File: config.mk
export PLATFORM = sky130hd
export DESIGN_NAME = sync_length_frame_deframer_core
export DESIGN_NICKNAME = d
export VERILOG_FILES = /design/src/rtl/sldf_pkg.sv /design/src/rtl/sldf_ram.sv /design/src/rtl/sync_length_frame_deframer_core.sv
export VERILOG_INCLUDE_DIRS = /design/src /design/src/rtl
export SDC_FILE = /design/constraint.sdc
export NUM_CORES = 1
export LEC_CHECK = 0
export BUFFER_PORTS_ARGS = -buffer_cell sky130_fd_sc_hd__buf_2
export CORE_ASPECT_RATIO = 1.4
export CORE_MARGIN = 2
export CORE_UTILIZATION = 60
export DETAILED_ROUTE_END_ITERATION = 10
export GPL_ROUTABILITY_DRIVEN = 0
export GPL_TIMING_DRIVEN = 1
export PLACE_DENSITY = 0.83
export SLEW_MARGIN = 40
export SYNTH_ARGS = -nofsm -noshare
export SYNTH_HDL_FRONTEND = slang
export SYNTH_SLANG_ARGS = --single-unit
File: constraint.sdc
create_clock -name i_clk -period 6.4 [get_ports i_clk]
set_input_delay 0.96 -clock i_clk [delete_from_list [all_inputs] [get_ports i_clk]]
set_output_delay 0.96 -clock i_clk [all_outputs]
set_load 0.05 [all_outputs]
File: src/rtl/sync_length_frame_deframer_core_defines.svh
// Assertion macros for the frame deframer core.
// No dependencies; included by the core, which checks its own logic.
`ifndef SYNC_LENGTH_FRAME_DEFRAMER_CORE_DEFINES_SVH
`define SYNC_LENGTH_FRAME_DEFRAMER_CORE_DEFINES_SVH

`ifndef ASSERT_OFF
`define SLDF_ASSERT_ALWAYS(lbl, clk, rst_n, cond) \
    lbl: assert property (@(posedge clk) disable iff (!rst_n) (cond)) \
        else $error("assertion failed");
`define SLDF_ASSERT_NEXT(lbl, clk, rst_n, ante, cons) \
    lbl: assert property (@(posedge clk) disable iff (!rst_n) (ante) |=> (cons)) \
        else $error("assertion failed");
`else
`define SLDF_ASSERT_ALWAYS(lbl, clk, rst_n, cond)
`define SLDF_ASSERT_NEXT(lbl, clk, rst_n, ante, cons)
`endif

`endif

File: src/rtl/sldf_pkg.sv
// Shared constants for the frame deframer: defaults, sync byte reset values, config indices,
// status codes, field widths. No dependencies.
package sldf_pkg;

    localparam int MAX_PAYLOAD_DEF  = 32;
    localparam int WINDOW_DEPTH_DEF = 64;

    localparam int LEN_BIAS   = 3;
    localparam int SYNC_BYTES = 2;

    localparam logic [7:0] START_FIRST_RST  = 8'd170;
    localparam logic [7:0] START_SECOND_RST = 8'd85;
    localparam logic [7:0] END_FIRST_RST    = 8'd13;
    localparam logic [7:0] END_SECOND_RST   = 8'd10;

    localparam logic [1:0] CFG_START_FIRST  = 2'd0;
    localparam logic [1:0] CFG_START_SECOND = 2'd1;
    localparam logic [1:0] CFG_END_FIRST    = 2'd2;
    localparam logic [1:0] CFG_END_SECOND   = 2'd3;

    typedef logic [1:0] t_status;
    localparam t_status ST_NONE     = 2'd0;
    localparam t_status ST_FRAME    = 2'd1;
    localparam t_status ST_BAD      = 2'd2;
    localparam t_status ST_OVERFLOW = 2'd3;

    localparam int PLEN_W = 6;
    localparam int PIDX_W = 5;
    localparam int CNT_W  = 32;

endpackage

File: src/rtl/sldf_ram.sv
// Generic single-write, single-read synchronous RAM with registered read data.
// No dependencies.
module sldf_ram #(
    parameter int WIDTH = 8,
    parameter int DEPTH = 64
) (
    input  logic                     i_clk,
    input  logic                     i_we,
    input  logic [$clog2(DEPTH)-1:0] i_waddr,
    input  logic [WIDTH-1:0]         i_wdata,
    input  logic [$clog2(DEPTH)-1:0] i_raddr,
    output logic [WIDTH-1:0]         o_rdata
);

    logic [WIDTH-1:0] r_mem [DEPTH];
    logic [WIDTH-1:0] r_rdata;

    always_ff @(posedge i_clk) begin
        if (i_we) begin
            r_mem[i_waddr] <= i_wdata;
        end
        r_rdata <= r_mem[i_raddr];
    end

    assign o_rdata = r_rdata;

endmodule

File: src/rtl/sync_length_frame_deframer_core.sv
// A result beat is registered once the scan decides: overflow in S_WR, a short window in S_SCAN,
// a partial frame in S_B or S_LEN, a bad length in S_LEN, bad end bytes in S_E1, an empty frame
// in S_H2 and payload beats in S_PAY; each dropped leading byte goes back through S_SCAN, S_A, S_B.
// The next beat is taken only back in S_IDLE, after the last result is registered; a stalled
// result holds the scan.
// Reset (synchronous, active low) zeroes fill and tallies, loads default sync bytes; no RAM clear.
`include "sync_length_frame_deframer_core_defines.svh"

module sync_length_frame_deframer_core #(
    parameter int MAX_PAYLOAD  = sldf_pkg::MAX_PAYLOAD_DEF,
    parameter int WINDOW_DEPTH = sldf_pkg::WINDOW_DEPTH_DEF
) (
    input  logic                       i_clk,
    input  logic                       i_rst_n,
    input  logic                       i_cfg_we,
    input  logic [1:0]                 i_cfg_index,
    input  logic [7:0]                 i_cfg_wdata,
    input  logic                       i_in_valid,
    output logic                       o_in_stall,
    input  logic [7:0]                 i_rx_byte,
    output logic                       o_out_valid,
    input  logic                       i_out_stall,
    output sldf_pkg::t_status          o_status,
    output logic [7:0]                 o_source_id,
    output logic [7:0]                 o_dest_id,
    output logic [7:0]                 o_message_id,
    output logic [sldf_pkg::PLEN_W-1:0] o_payload_len,
    output logic [7:0]                 o_payload_byte,
    output logic [sldf_pkg::PIDX_W-1:0] o_payload_index,
    output logic                       o_last,
    output logic [sldf_pkg::CNT_W-1:0] o_frames_ok_total,
    output logic [sldf_pkg::CNT_W-1:0] o_format_errors_total,
    output logic [sldf_pkg::CNT_W-1:0] o_overflows_total
);

    import sldf_pkg::*;

    localparam int PW = $clog2(WINDOW_DEPTH);
    localparam int OW = PW + 1;
    localparam int FW = $clog2(WINDOW_DEPTH + 1);
    localparam logic [9:0] DECL_MIN = 10'(LEN_BIAS);
    localparam logic [9:0] DECL_MAX = 10'(MAX_PAYLOAD + LEN_BIAS);
    localparam logic [9:0] FRAME_EXTRA = 10'(SYNC_BYTES + 1 + SYNC_BYTES);

    localparam logic [3:0] S_IDLE = 4'd0;
    localparam logic [3:0] S_WR   = 4'd1;
    localparam logic [3:0] S_SCAN = 4'd2;
    localparam logic [3:0] S_A    = 4'd3;
    localparam logic [3:0] S_B    = 4'd4;
    localparam logic [3:0] S_LEN  = 4'd5;
    localparam logic [3:0] S_E0   = 4'd6;
    localparam logic [3:0] S_E1   = 4'd7;
    localparam logic [3:0] S_H0   = 4'd8;
    localparam logic [3:0] S_H1   = 4'd9;
    localparam logic [3:0] S_H2   = 4'd10;
    localparam logic [3:0] S_PAY  = 4'd11;

    function automatic logic [PW-1:0] wrap_add(input logic [PW-1:0] base,
                                               input logic [OW-1:0] off);
        logic [PW+1:0] s;
        s = {2'b00, base} + {1'b0, off};
        if (s >= (PW+2)'(WINDOW_DEPTH)) begin
            s = s - (PW+2)'(WINDOW_DEPTH);
        end
        return s[PW-1:0];
    endfunction

    logic [7:0] r_start_first, r_start_second, r_end_first, r_end_second;

    logic [3:0]       r_state, n_state;
    logic [PW-1:0]    r_head, n_head;
    logic [FW-1:0]    r_fill, n_fill;
    logic [7:0]       r_byte, n_byte;
    logic [7:0]       r_b0, n_b0;
    logic [7:0]       r_decl, n_decl;
    logic [7:0]       r_src, n_src;
    logic [7:0]       r_dst, n_dst;
    logic [7:0]       r_mid, n_mid;
    logic [7:0]       r_idx, n_idx;
    logic [CNT_W-1:0] r_ok_cnt, n_ok_cnt;
    logic [CNT_W-1:0] r_bad_cnt, n_bad_cnt;
    logic [CNT_W-1:0] r_ovf_cnt, n_ovf_cnt;

    logic                r_ovalid;
    t_status             r_ostatus;
    logic [7:0]          r_osrc, r_odst, r_omid, r_opbyte;
    logic [PLEN_W-1:0]   r_oplen;
    logic [PIDX_W-1:0]   r_opidx;
    logic                r_olast;

    logic                emit;
    t_status             e_status;
    logic [7:0]          e_src, e_dst, e_mid, e_pbyte;
    logic [PLEN_W-1:0]   e_plen;
    logic [PIDX_W-1:0]   e_pidx;
    logic                e_last;

    logic          slot;
    logic [OW-1:0] roff;
    logic          we;
    logic [PW-1:0] waddr;
    logic [PW-1:0] raddr;
    logic [7:0]    rdata;
    logic [9:0]    fill_ext;
    logic [9:0]    decl_now;
    logic [9:0]    total_now;
    logic [9:0]    total_reg;
    logic [9:0]    off_wide;
    logic [7:0]    plen_reg;
    logic [PW-1:0] head_p1;
    logic [PW-1:0] head_pt;
    logic [FW-1:0] fill_mt;

    assign slot      = !r_ovalid || !i_out_stall;
    assign fill_ext  = 10'(r_fill);
    assign decl_now  = {2'b00, rdata};
    assign total_now = decl_now + FRAME_EXTRA;
    assign total_reg = {2'b00, r_decl} + FRAME_EXTRA;
    assign plen_reg  = r_decl - 8'(LEN_BIAS);
    assign head_p1   = wrap_add(r_head, OW'(1));
    assign head_pt   = wrap_add(r_head, total_reg[OW-1:0]);
    assign fill_mt   = r_fill - total_reg[FW-1:0];
    assign waddr     = wrap_add(r_head, OW'(r_fill));
    assign raddr     = wrap_add(r_head, roff);

    sldf_ram #(
        .WIDTH (8),
        .DEPTH (WINDOW_DEPTH)
    ) u_window (
        .i_clk   (i_clk),
        .i_we    (we),
        .i_waddr (waddr),
        .i_wdata (r_byte),
        .i_raddr (raddr),
        .o_rdata (rdata)
    );

    always_comb begin
        n_state   = r_state;
        n_head    = r_head;
        n_fill    = r_fill;
        n_byte    = r_byte;
        n_b0      = r_b0;
        n_decl    = r_decl;
        n_src     = r_src;
        n_dst     = r_dst;
        n_mid     = r_mid;
        n_idx     = r_idx;
        n_ok_cnt  = r_ok_cnt;
        n_bad_cnt = r_bad_cnt;
        n_ovf_cnt = r_ovf_cnt;
        roff      = '0;
        we        = 1'b0;
        off_wide  = '0;
        emit      = 1'b0;
        e_status  = ST_NONE;
        e_src     = '0;
        e_dst     = '0;
        e_mid     = '0;
        e_plen    = '0;
        e_pbyte   = '0;
        e_pidx    = '0;
        e_last    = 1'b1;
        case (r_state)
            S_IDLE: begin
                if (i_in_valid) begin
                    n_byte  = i_rx_byte;
                    n_state = S_WR;
                end
            end
            S_WR: begin
                if (r_fill >= FW'(WINDOW_DEPTH)) begin
                    if (slot) begin
                        emit      = 1'b1;
                        e_status  = ST_OVERFLOW;
                        n_fill    = '0;
                        n_ovf_cnt = r_ovf_cnt + 1'b1;
                        n_state   = S_IDLE;
                    end
                end else begin
                    we      = 1'b1;
                    n_fill  = r_fill + 1'b1;
                    n_state = S_SCAN;
                end
            end
            S_SCAN: begin
                roff = OW'(0);
                if (fill_ext < 10'(SYNC_BYTES)) begin
                    if (slot) begin
                        emit    = 1'b1;
                        n_state = S_IDLE;
                    end
                end else begin
                    n_state = S_A;
                end
            end
            S_A: begin
                roff    = OW'(1);
                n_b0    = rdata;
                n_state = S_B;
            end
            S_B: begin
                roff = OW'(1);
                if (r_b0 != r_start_first || rdata != r_start_second) begin
                    n_head  = head_p1;
                    n_fill  = r_fill - 1'b1;
                    n_state = S_SCAN;
                end else if (fill_ext < 10'(SYNC_BYTES + 1)) begin
                    if (slot) begin
                        emit    = 1'b1;
                        n_state = S_IDLE;
                    end
                end else begin
                    roff    = OW'(2);
                    n_state = S_LEN;
                end
            end
            S_LEN: begin
                roff = OW'(2);
                if (decl_now < DECL_MIN || decl_now > DECL_MAX) begin
                    if (slot) begin
                        emit      = 1'b1;
                        e_status  = ST_BAD;
                        n_head    = head_p1;
                        n_fill    = r_fill - 1'b1;
                        n_bad_cnt = r_bad_cnt + 1'b1;
                        n_state   = S_IDLE;
                    end
                end else if (fill_ext < total_now) begin
                    if (slot) begin
                        emit    = 1'b1;
                        n_state = S_IDLE;
                    end
                end else begin
                    off_wide = total_now - 10'(SYNC_BYTES);
                    roff     = off_wide[OW-1:0];
                    n_decl   = rdata;
                    n_state  = S_E0;
                end
            end
            S_E0: begin
                off_wide = total_reg - 10'(1);
                roff     = off_wide[OW-1:0];
                n_b0     = rdata;
                n_state  = S_E1;
            end
            S_E1: begin
                off_wide = total_reg - 10'(1);
                roff     = off_wide[OW-1:0];
                if (r_b0 != r_end_first || rdata != r_end_second) begin
                    if (slot) begin
                        emit      = 1'b1;
                        e_status  = ST_BAD;
                        n_head    = head_p1;
                        n_fill    = r_fill - 1'b1;
                        n_bad_cnt = r_bad_cnt + 1'b1;
                        n_state   = S_IDLE;
                    end
                end else begin
                    roff    = OW'(SYNC_BYTES + 1);
                    n_state = S_H0;
                end
            end
            S_H0: begin
                roff    = OW'(SYNC_BYTES + 2);
                n_src   = rdata;
                n_state = S_H1;
            end
            S_H1: begin
                roff    = OW'(SYNC_BYTES + 3);
                n_dst   = rdata;
                n_state = S_H2;
            end
            S_H2: begin
                roff  = OW'(SYNC_BYTES + 3);
                n_mid = rdata;
                n_idx = '0;
                if (r_decl == 8'(LEN_BIAS)) begin
                    if (slot) begin
                        emit     = 1'b1;
                        e_status = ST_FRAME;
                        e_src    = r_src;
                        e_dst    = r_dst;
                        e_mid    = rdata;
                        n_ok_cnt = r_ok_cnt + 1'b1;
                        n_head   = head_pt;
                        n_fill   = fill_mt;
                        n_state  = S_IDLE;
                    end
                end else begin
                    roff    = OW'(SYNC_BYTES + 4);
                    n_state = S_PAY;
                end
            end
            S_PAY: begin
                off_wide = 10'(SYNC_BYTES + 4) + {2'b00, r_idx};
                if (slot) begin
                    off_wide = off_wide + 10'(1);
                    emit     = 1'b1;
                    e_status = ST_FRAME;
                    e_src    = r_src;
                    e_dst    = r_dst;
                    e_mid    = r_mid;
                    e_plen   = plen_reg[PLEN_W-1:0];
                    e_pbyte  = rdata;
                    e_pidx   = r_idx[PIDX_W-1:0];
                    e_last   = (r_idx + 1'b1 == plen_reg);
                    if (r_idx == '0) begin
                        n_ok_cnt = r_ok_cnt + 1'b1;
                    end
                    if (e_last) begin
                        n_head  = head_pt;
                        n_fill  = fill_mt;
                        n_state = S_IDLE;
                    end else begin
                        n_idx = r_idx + 1'b1;
                    end
                end
                roff = off_wide[OW-1:0];
            end
            default: begin
                n_state = S_IDLE;
            end
        endcase
    end

    always_ff @(posedge i_clk) begin
        if (!i_rst_n) begin
            r_state   <= S_IDLE;
            r_head    <= '0;
            r_fill    <= '0;
            r_ok_cnt  <= '0;
            r_bad_cnt <= '0;
            r_ovf_cnt <= '0;
            r_ovalid  <= 1'b0;
        end else begin
            r_state   <= n_state;
            r_head    <= n_head;
            r_fill    <= n_fill;
            r_ok_cnt  <= n_ok_cnt;
            r_bad_cnt <= n_bad_cnt;
            r_ovf_cnt <= n_ovf_cnt;
            if (emit) begin
                r_ovalid <= 1'b1;
            end else if (!i_out_stall) begin
                r_ovalid <= 1'b0;
            end
        end
    end

    always_ff @(posedge i_clk) begin
        r_byte <= n_byte;
        r_b0   <= n_b0;
        r_decl <= n_decl;
        r_src  <= n_src;
        r_dst  <= n_dst;
        r_mid  <= n_mid;
        r_idx  <= n_idx;
        if (emit) begin
            r_ostatus <= e_status;
            r_osrc    <= e_src;
            r_odst    <= e_dst;
            r_omid    <= e_mid;
            r_oplen   <= e_plen;
            r_opbyte  <= e_pbyte;
            r_opidx   <= e_pidx;
            r_olast   <= e_last;
        end
    end

    always_ff @(posedge i_clk) begin
        if (!i_rst_n) begin
            r_start_first  <= START_FIRST_RST;
            r_start_second <= START_SECOND_RST;
            r_end_first    <= END_FIRST_RST;
            r_end_second   <= END_SECOND_RST;
        end else if (i_cfg_we) begin
            case (i_cfg_index)
                CFG_START_FIRST:  r_start_first  <= i_cfg_wdata;
                CFG_START_SECOND: r_start_second <= i_cfg_wdata;
                CFG_END_FIRST:    r_end_first    <= i_cfg_wdata;
                CFG_END_SECOND:   r_end_second   <= i_cfg_wdata;
                default: begin
                end
            endcase
        end
    end

    assign o_in_stall            = (r_state != S_IDLE);
    assign o_out_valid           = r_ovalid;
    assign o_status              = r_ostatus;
    assign o_source_id           = r_osrc;
    assign o_dest_id             = r_odst;
    assign o_message_id          = r_omid;
    assign o_payload_len         = r_oplen;
    assign o_payload_byte        = r_opbyte;
    assign o_payload_index       = r_opidx;
    assign o_last                = r_olast;
    assign o_frames_ok_total     = r_ok_cnt;
    assign o_format_errors_total = r_bad_cnt;
    assign o_overflows_total     = r_ovf_cnt;

    `SLDF_ASSERT_ALWAYS(a_fill_bound, i_clk, i_rst_n, r_fill <= FW'(WINDOW_DEPTH))
    `SLDF_ASSERT_ALWAYS(a_head_bound, i_clk, i_rst_n, r_head <= PW'(WINDOW_DEPTH - 1))
    `SLDF_ASSERT_ALWAYS(a_pay_decl, i_clk, i_rst_n, (r_state != S_PAY) || (r_decl > 8'(LEN_BIAS)))
    `SLDF_ASSERT_NEXT(a_accept_write, i_clk, i_rst_n, i_in_valid && !o_in_stall, r_state == S_WR)
    `SLDF_ASSERT_NEXT(a_emit_valid, i_clk, i_rst_n, emit, o_out_valid)

endmodule

-- After elaboration in Yosys (flattened, before gate mapping)
Memories as Yosys holds them, arrays and structs flattened. A register that Yosys moved wholly into a read port is not among the register bits.
Cells that the tools add are included.
- output and inout bits: 144
- latch bits: 0
- memories: 1
- memory bits (writable): 512
- memory bits (read-only): 0
- logic and storage cells: 213
- bits in registers: 248
- bits of input ports: 23
- memories (memory ; words ; bits a word ; rd ports ; clocked after Yosys merged registers in ; wr ports ; RTL line ; RTL):
    u_window.r_mem ; 64 ; 8 ; 1 ; 1 ; 1 ; sldf_ram.sv:15 ; logic [WIDTH-1:0] r_mem [DEPTH];
- muxes and demuxes: 91
- $lt $le $gt $ge: 10
- bitwise logic cells: 2
- reductions and logical operators: 29
- shift operators: 0
- $add $sub $neg: 22
- equal/unequal tests: 32
- $mul: 0
- divide/modulo/power cells: 0
- operators with widths (cell ; count):
    $mux 32 ; 7
    $pmux 32 s2 ; 2
    $mux 7 ; 14
    $add 32x1->32 const B ; 3
    $mux 6 ; 12
    $mux 8 ; 9
    $pmux 8 s2 ; 4
    $pmux 7 s9 ; 1
    $mux 4 ; 12
    $pmux 4 s12 ; 1
    $pmux 7 s6 ; 1
    $ne 8x8->1 ; 4
    $pmux 6 s5 ; 1
    $add 6x7->8 ; 3
    $ge 8x7->1 const B ; 3
    $sub 6x1->6 const B ; 4
    $ne 2x2->1 const B ; 10
    $mux 1 ; 17
    $eq 4x3->1 const B ; 4
    $eq 4x4->1 const B ; 4
    $mux 2 ; 8
    $reduce_and 3->1 ; 5
    $add 7x1->7 const B ; 2
    $ge 7x7->1 const B ; 2
    38 further kinds ; 53

-- Logic depth before layout (Yosys ltp)
- depth in word-level cells: 8
- gate-level depth with buffers: 21
- mapped depth without buffers: 19

-- By module
Synthesis repeated with hierarchy kept, for this count alone.
- cell total of the unflattened synthesis: 2264
- area total of the unflattened synthesis: 32613.8 sq um
- by module, submodules not included (module ; sequential area each (sq um) ; times used ; area each (sq um) ; cells each):
    sldf_ram ; 15534.9 ; 1 ; 20190.6 ; 972
    sync_length_frame_deframer_core ; 5985.7 ; 1 ; 12423.2 ; 1292

-- Worst setup path before layout
No wires, ideal clock.
- kind: reg2reg
- start: register u_window.r_rdata[0], in the netlist u_window.o_rdata[0], read port of u_window.r_mem
- end: register u_window.r_rdata[0], in the netlist u_window.o_rdata[0], read port of u_window.r_mem
- slack: 1.269 ns
- stages on the path, launching flop included: 19
- buffers on the path: 3
- period minus slack after synthesis: 5.131 ns
- library setup time: 0.148 ns
- required time: 6.252 ns
- arrival: 4.983 ns
- cell sequence: dfxtp_1 > ha_1 > xor2_1 > ha_1 > a21oi_1 > nand2_1 > maj3_1 > a2111o_1 > nand2_1 > o2111ai_1 > ha_1 > fa_1 > clkbuf_1 > buf_1 > clkbuf_1 > mux4_2 > mux4_2 > nand3_1 > a31oi_1
- cells in the longest elaborated chain, start to end: 8
- elaborated cells on any way between the ends: 19
- those cells by class: add/sub (4); order compare (4); eq/ne (2); mux (6); reduce/logical (3)
- RTL lines (item ; RTL line ; RTL):
    start: declaration ; sldf_ram.sv:16 ; logic [WIDTH-1:0] r_rdata;
    $add 8x3->9 ; sync_length_frame_deframer_core.sv:117 ; assign total_now = decl_now + FRAME_EXTRA;
    $lt 7x9->1 / $sub 7x2->7 (equally long branches) ; sync_length_frame_deframer_core.sv:229, sync_length_frame_deframer_core.sv:235 ;
    $mux 7 ; sync_length_frame_deframer_core.sv:229 ; end else if (fill_ext < total_now) begin
    $mux 7 ; sync_length_frame_deframer_core.sv:220 ; if (decl_now < DECL_MIN || decl_now > DECL_MAX) begin
    $pmux 7 s9 * ; sync_length_frame_deframer_core.sv:164 ; case (r_state)
    $add 6x7->8 * ; sync_length_frame_deframer_core.sv:61 ; s = {2'b00, base} + {1'b0, off};
    $ge 8x7->1 / $sub 6x1->6 (equally long branches) ; sync_length_frame_deframer_core.sv:62, sync_length_frame_deframer_core.sv:63 ;
    $mux 6 * ; sync_length_frame_deframer_core.sv:62 ; if (s >= (PW+2)'(WINDOW_DEPTH)) begin
Mark *: on every way between the ends. The rest lies on a longest branch, timed or not.
A chain may end at the register's enable or synchronous reset.

-- Worst setup path in the final report
- start: register u_window.r_rdata[1], in the netlist u_window.o_rdata[1], read port of u_window.r_mem
- end: register u_window.r_rdata[5], in the netlist u_window.o_rdata[5], read port of u_window.r_mem
Same word-level chain as after synthesis.

==> qor.yml <==
clock_network:
  post_cts.repair.setup_buffers: 0
  holdBufCountCts: 0
  clock-root-buffer: "clkbuf_16"
  cts_buffer_depth: 3
  cts_tree: "built"
  cts.sinks: 768
  ctsResizeCount: 0
  htreeDepth: 3
  clkTransAtPathRegs_ns: 0.07
  clk_latency_ns: 0.62
  cts_buffers: 70
place:
  dp_slack_ns: 0.5929
  dp_hpwl_mm: 50.56
  io_buffers: 166
critical_path:
  slowest_stage: "fa_4"
  cp-startpoint: "u_window.o_rdata[1]$_DFF_P_"
  crit_type: "flip-flop to flip-flop"
  cp_data_arrival_time_ns: 6.47
  required_ns: 6.88
  crit_chain: "ha_1 -> xor2_1 -> ha_1 -> a21oi_1 -> nand2_1 -> maj3_1 -> a2111o_1 -> nand2_1 -> o2111ai_1 -> ha_4 -> fa_4 -> buf_12 -> mux4_2 -> mux4_2 -> o22ai_1 -> nor3_1 -> nor2_1 -> a31oi_1"
  rr_worst_depth: 18
  critPathMaxFanout: 33
  cpLargestDelayFamily: "adder cells"
  r2r_start: "u_window.o_rdata[1]$_DFF_P_"
  rr_endpoint: "u_window.o_rdata[5]$_DFF_P_"
  rrSetupSlack_ns: 0.42
  crit_buf_inv: 1
  end_kind: "flip-flop"
  slowest_delay_ns: 1.05
  cp-start-kind: "flip-flop"
drt:
  routed_via_density: 6.429
  post_drt_wl_per_cell_um: 25.70
  antenna_left: 0
  drc: 0
  first_iter_violations: 2557
  num_vias: 20091
  wirelength_mm: 80.32
  first_pass_iters: 8
power_and_ir_drop:
  totalPowerFinal_mw: 11.19
  p_per_area_nw_per_um2: 303.2
  vdd_ir_drop_max_uv: 192.1
  p_leak_nw: 12.57
synth:
  yosys_warnings: 0
  synth_top_area_share_pct: 56.63
  synth_edf_count: 614
  syn_inst: 2161
  synth_area_leaders: "edfxtp_1 (57%), mux4_2 (11%), dfxtp_1 (9.5%), xor2_1 (2.9%), nor2_1 (2.6%)"
  netlist_area_sq_um: 32560
  ys_types: 81
  ys_ff_latch: 768
  synthArstFlopShare_pct: 0
  syn_avg_cell_area_sq_um: 15.07
  ys.flop_type: "edfxtp_1"
  yosysTopAreaCell: "edfxtp_1"
  synth_nets: 2228
  yosysSeqAreaShare_pct: 66.10
die:
  die_h_um: 279.6
  boundaryPins: 167
  core_sq_um: 53960
  die-area_sq_um: 56170
  rows: 101
  die_w_um: 200.9
  initial_core_util_pct: 60.34
global_route:
  grt_max_degree: 104
  grt_overflow: 0
  grt_pass1_wl_mm: 121.4
  grt_antenna_before_repair: 0
  grt_usage_pct: 28.64
  grt_pass1_vias: 20543
timing:
  fin_skew_ns: 0.02177
  finalSetupViolations: 0
  relSlewSlack_pct: 38.67
  drv_slew: 0
  min_period_over_period_pct: 93.51
  rsz0062_at_grt: "false"
  fmax_ghz: 0.1671
  hold_viol: 0
  finalCriticalPeriod_ns: 5.985
  holdWs_ns: 0.4645
  worstMarginPinSlew_ns: 0.9174
  finalSetupTns_ns: 0
  setup_slack_ns: 0.4154
finish:
  drive_gt1_share_pct: 23.92
  syn2layout_area_growth_pct: 13.31
  n_fill_cell: 3412
  n_antenna_cell: 0
  nets: 2417
hold_path:
  hold_class: "flip-flop to flip-flop"
  min_to: "r_end_first[7]$_SDFFE_PN0P_"
  hold_path_depth: 2
  hold_start: "r_end_first[7]$_SDFFE_PN0P_"
run_status:
  status: "completed"
run:
  max-cap-violations: 0
[final cells by class]
class	instances	area, sq um	share of cell area, %
clock buffers	83	1904	5.162
repair buffers	211	1287	3.490
flip-flops and latches	768	21520	58.33
inverters	34	128.9	0.3493
clock inverters	43	449.2	1.217
multi-input cells	1265	10700	29.01
well taps	721	902.1	2.445
[flip-flops by register name, indices dropped and copies added (netlist names), 32 cells and up]
register and count:
o_frames_ok_total 32, o_format_errors_total 32, u_window.r_mem 512, o_overflows_total 32
[worst reg2reg max path, cell delays in order (launching register included)]
cell and delay (ns):
dfxtp_1 0.34, ha_1 0.24, xor2_1 0.27, ha_1 0.30, a21oi_1 0.14, nand2_1 0.07, maj3_1 0.39, a2111o_1 0.46
nand2_1 0.19, o2111ai_1 0.18, ha_4 0.21, fa_4 1.05, buf_12 0.30, mux4_2 0.37, mux4_2 0.54, o22ai_1 0.25
nor3_1 0.09, nor2_1 0.39, a31oi_1 0.07
[kinds of logic (layout without fill, tap and decap cells)]
family	after synthesis	in the layout	synth area share, %
multiplexers	186	186	11.87
buffers and inverters	128	371	1.645
AND/OR/NAND/NOR	650	650	9.715
XOR/XNOR	169	169	4.588
AO/OA/AOI/OAI	215	215	4.277
adder cells (fa/ha/maj)	45	45	1.814
flip-flops	768	768	66.10
[where the power goes]
group / leakage, nW / switching [mW] / internal, mW
logic: 4.63 / 0.791 / 0.405
registers: 6.78 / 0.0728 / 5.60
clock network: 1.16 / 1.82 / 2.50
total: 12.6 / 2.68 / 8.50
[per-layer routing]
layer  track usage, %  wire length (um)  up-vias
met5           0.1742                 0        -
met4            16.51              4840        0
met3            6.084              6787      314
met2            50.83             41820     1293
met1            31.96             26870     9876
li1                 -                 -     8608
[worst max path at each step]
stage	endpoint	slack, ns	cells after the start
2_1_floorplan	u_window.o_rdata[0]$_DFF_P_	1.27	18
3_3_place_gp	u_window.o_rdata[4]$_DFF_P_	0.79	18
3_5_place_dp	u_window.o_rdata[2]$_DFF_P_	0.59	18
4_1_cts	u_window.o_rdata[2]$_DFF_P_	0.57	18
5_1_grt	u_window.o_rdata[2]$_DFF_P_	0.11	18
6_report	u_window.o_rdata[5]$_DFF_P_	0.42	18
[Yosys cell counts (all sizes together), types with 33 or more instances]
library cell and count:
edfxtp 614, nor2 226, mux4 160, dfxtp 154, nand2 149, xor2 106
a21oi 69, nand3 62, xnor2 62, clkbuf 61, o21ai 47, ha 40
and3 36, buf 33, inv 33, nor3 33
[placed cells by master (no fill, tap or decap), types with 24 or more instances in the layout]
master     netlist  layout
and3_1          36      36
xor2_1         106     106
mux4_2         160     160
nor2b_1         25      25
a21oi_1         67      65
or3_1           24      24
mux2i_1         26      26
o21ai_0         46      46
xnor2_1         62      60
inv_1           33      33
buf_4            4      34
clkbuf_16        0      73
ha_1            40      39
dfxtp_1        154     154
nand3_1         59      59
nor2_2           1      50
edfxtp_1       614     614
nand2_1        149     149
buf_2           20     166
nor3_1          29      29
nor2_1         225     175
[per-stage QoR]
step	utilization (%)	instances	area [sq um]
2_1_floorplan	-	2161	32560
3_3_place_gp	63.67	2997	34360
3_5_place_dp	63.83	2999	34450
4_1_cts	68.20	3125	36800
5_1_grt	68.37	3125	36890
6_report	68.37	3125	36890
No activity file was read; power rests on OpenSTA's default activity.
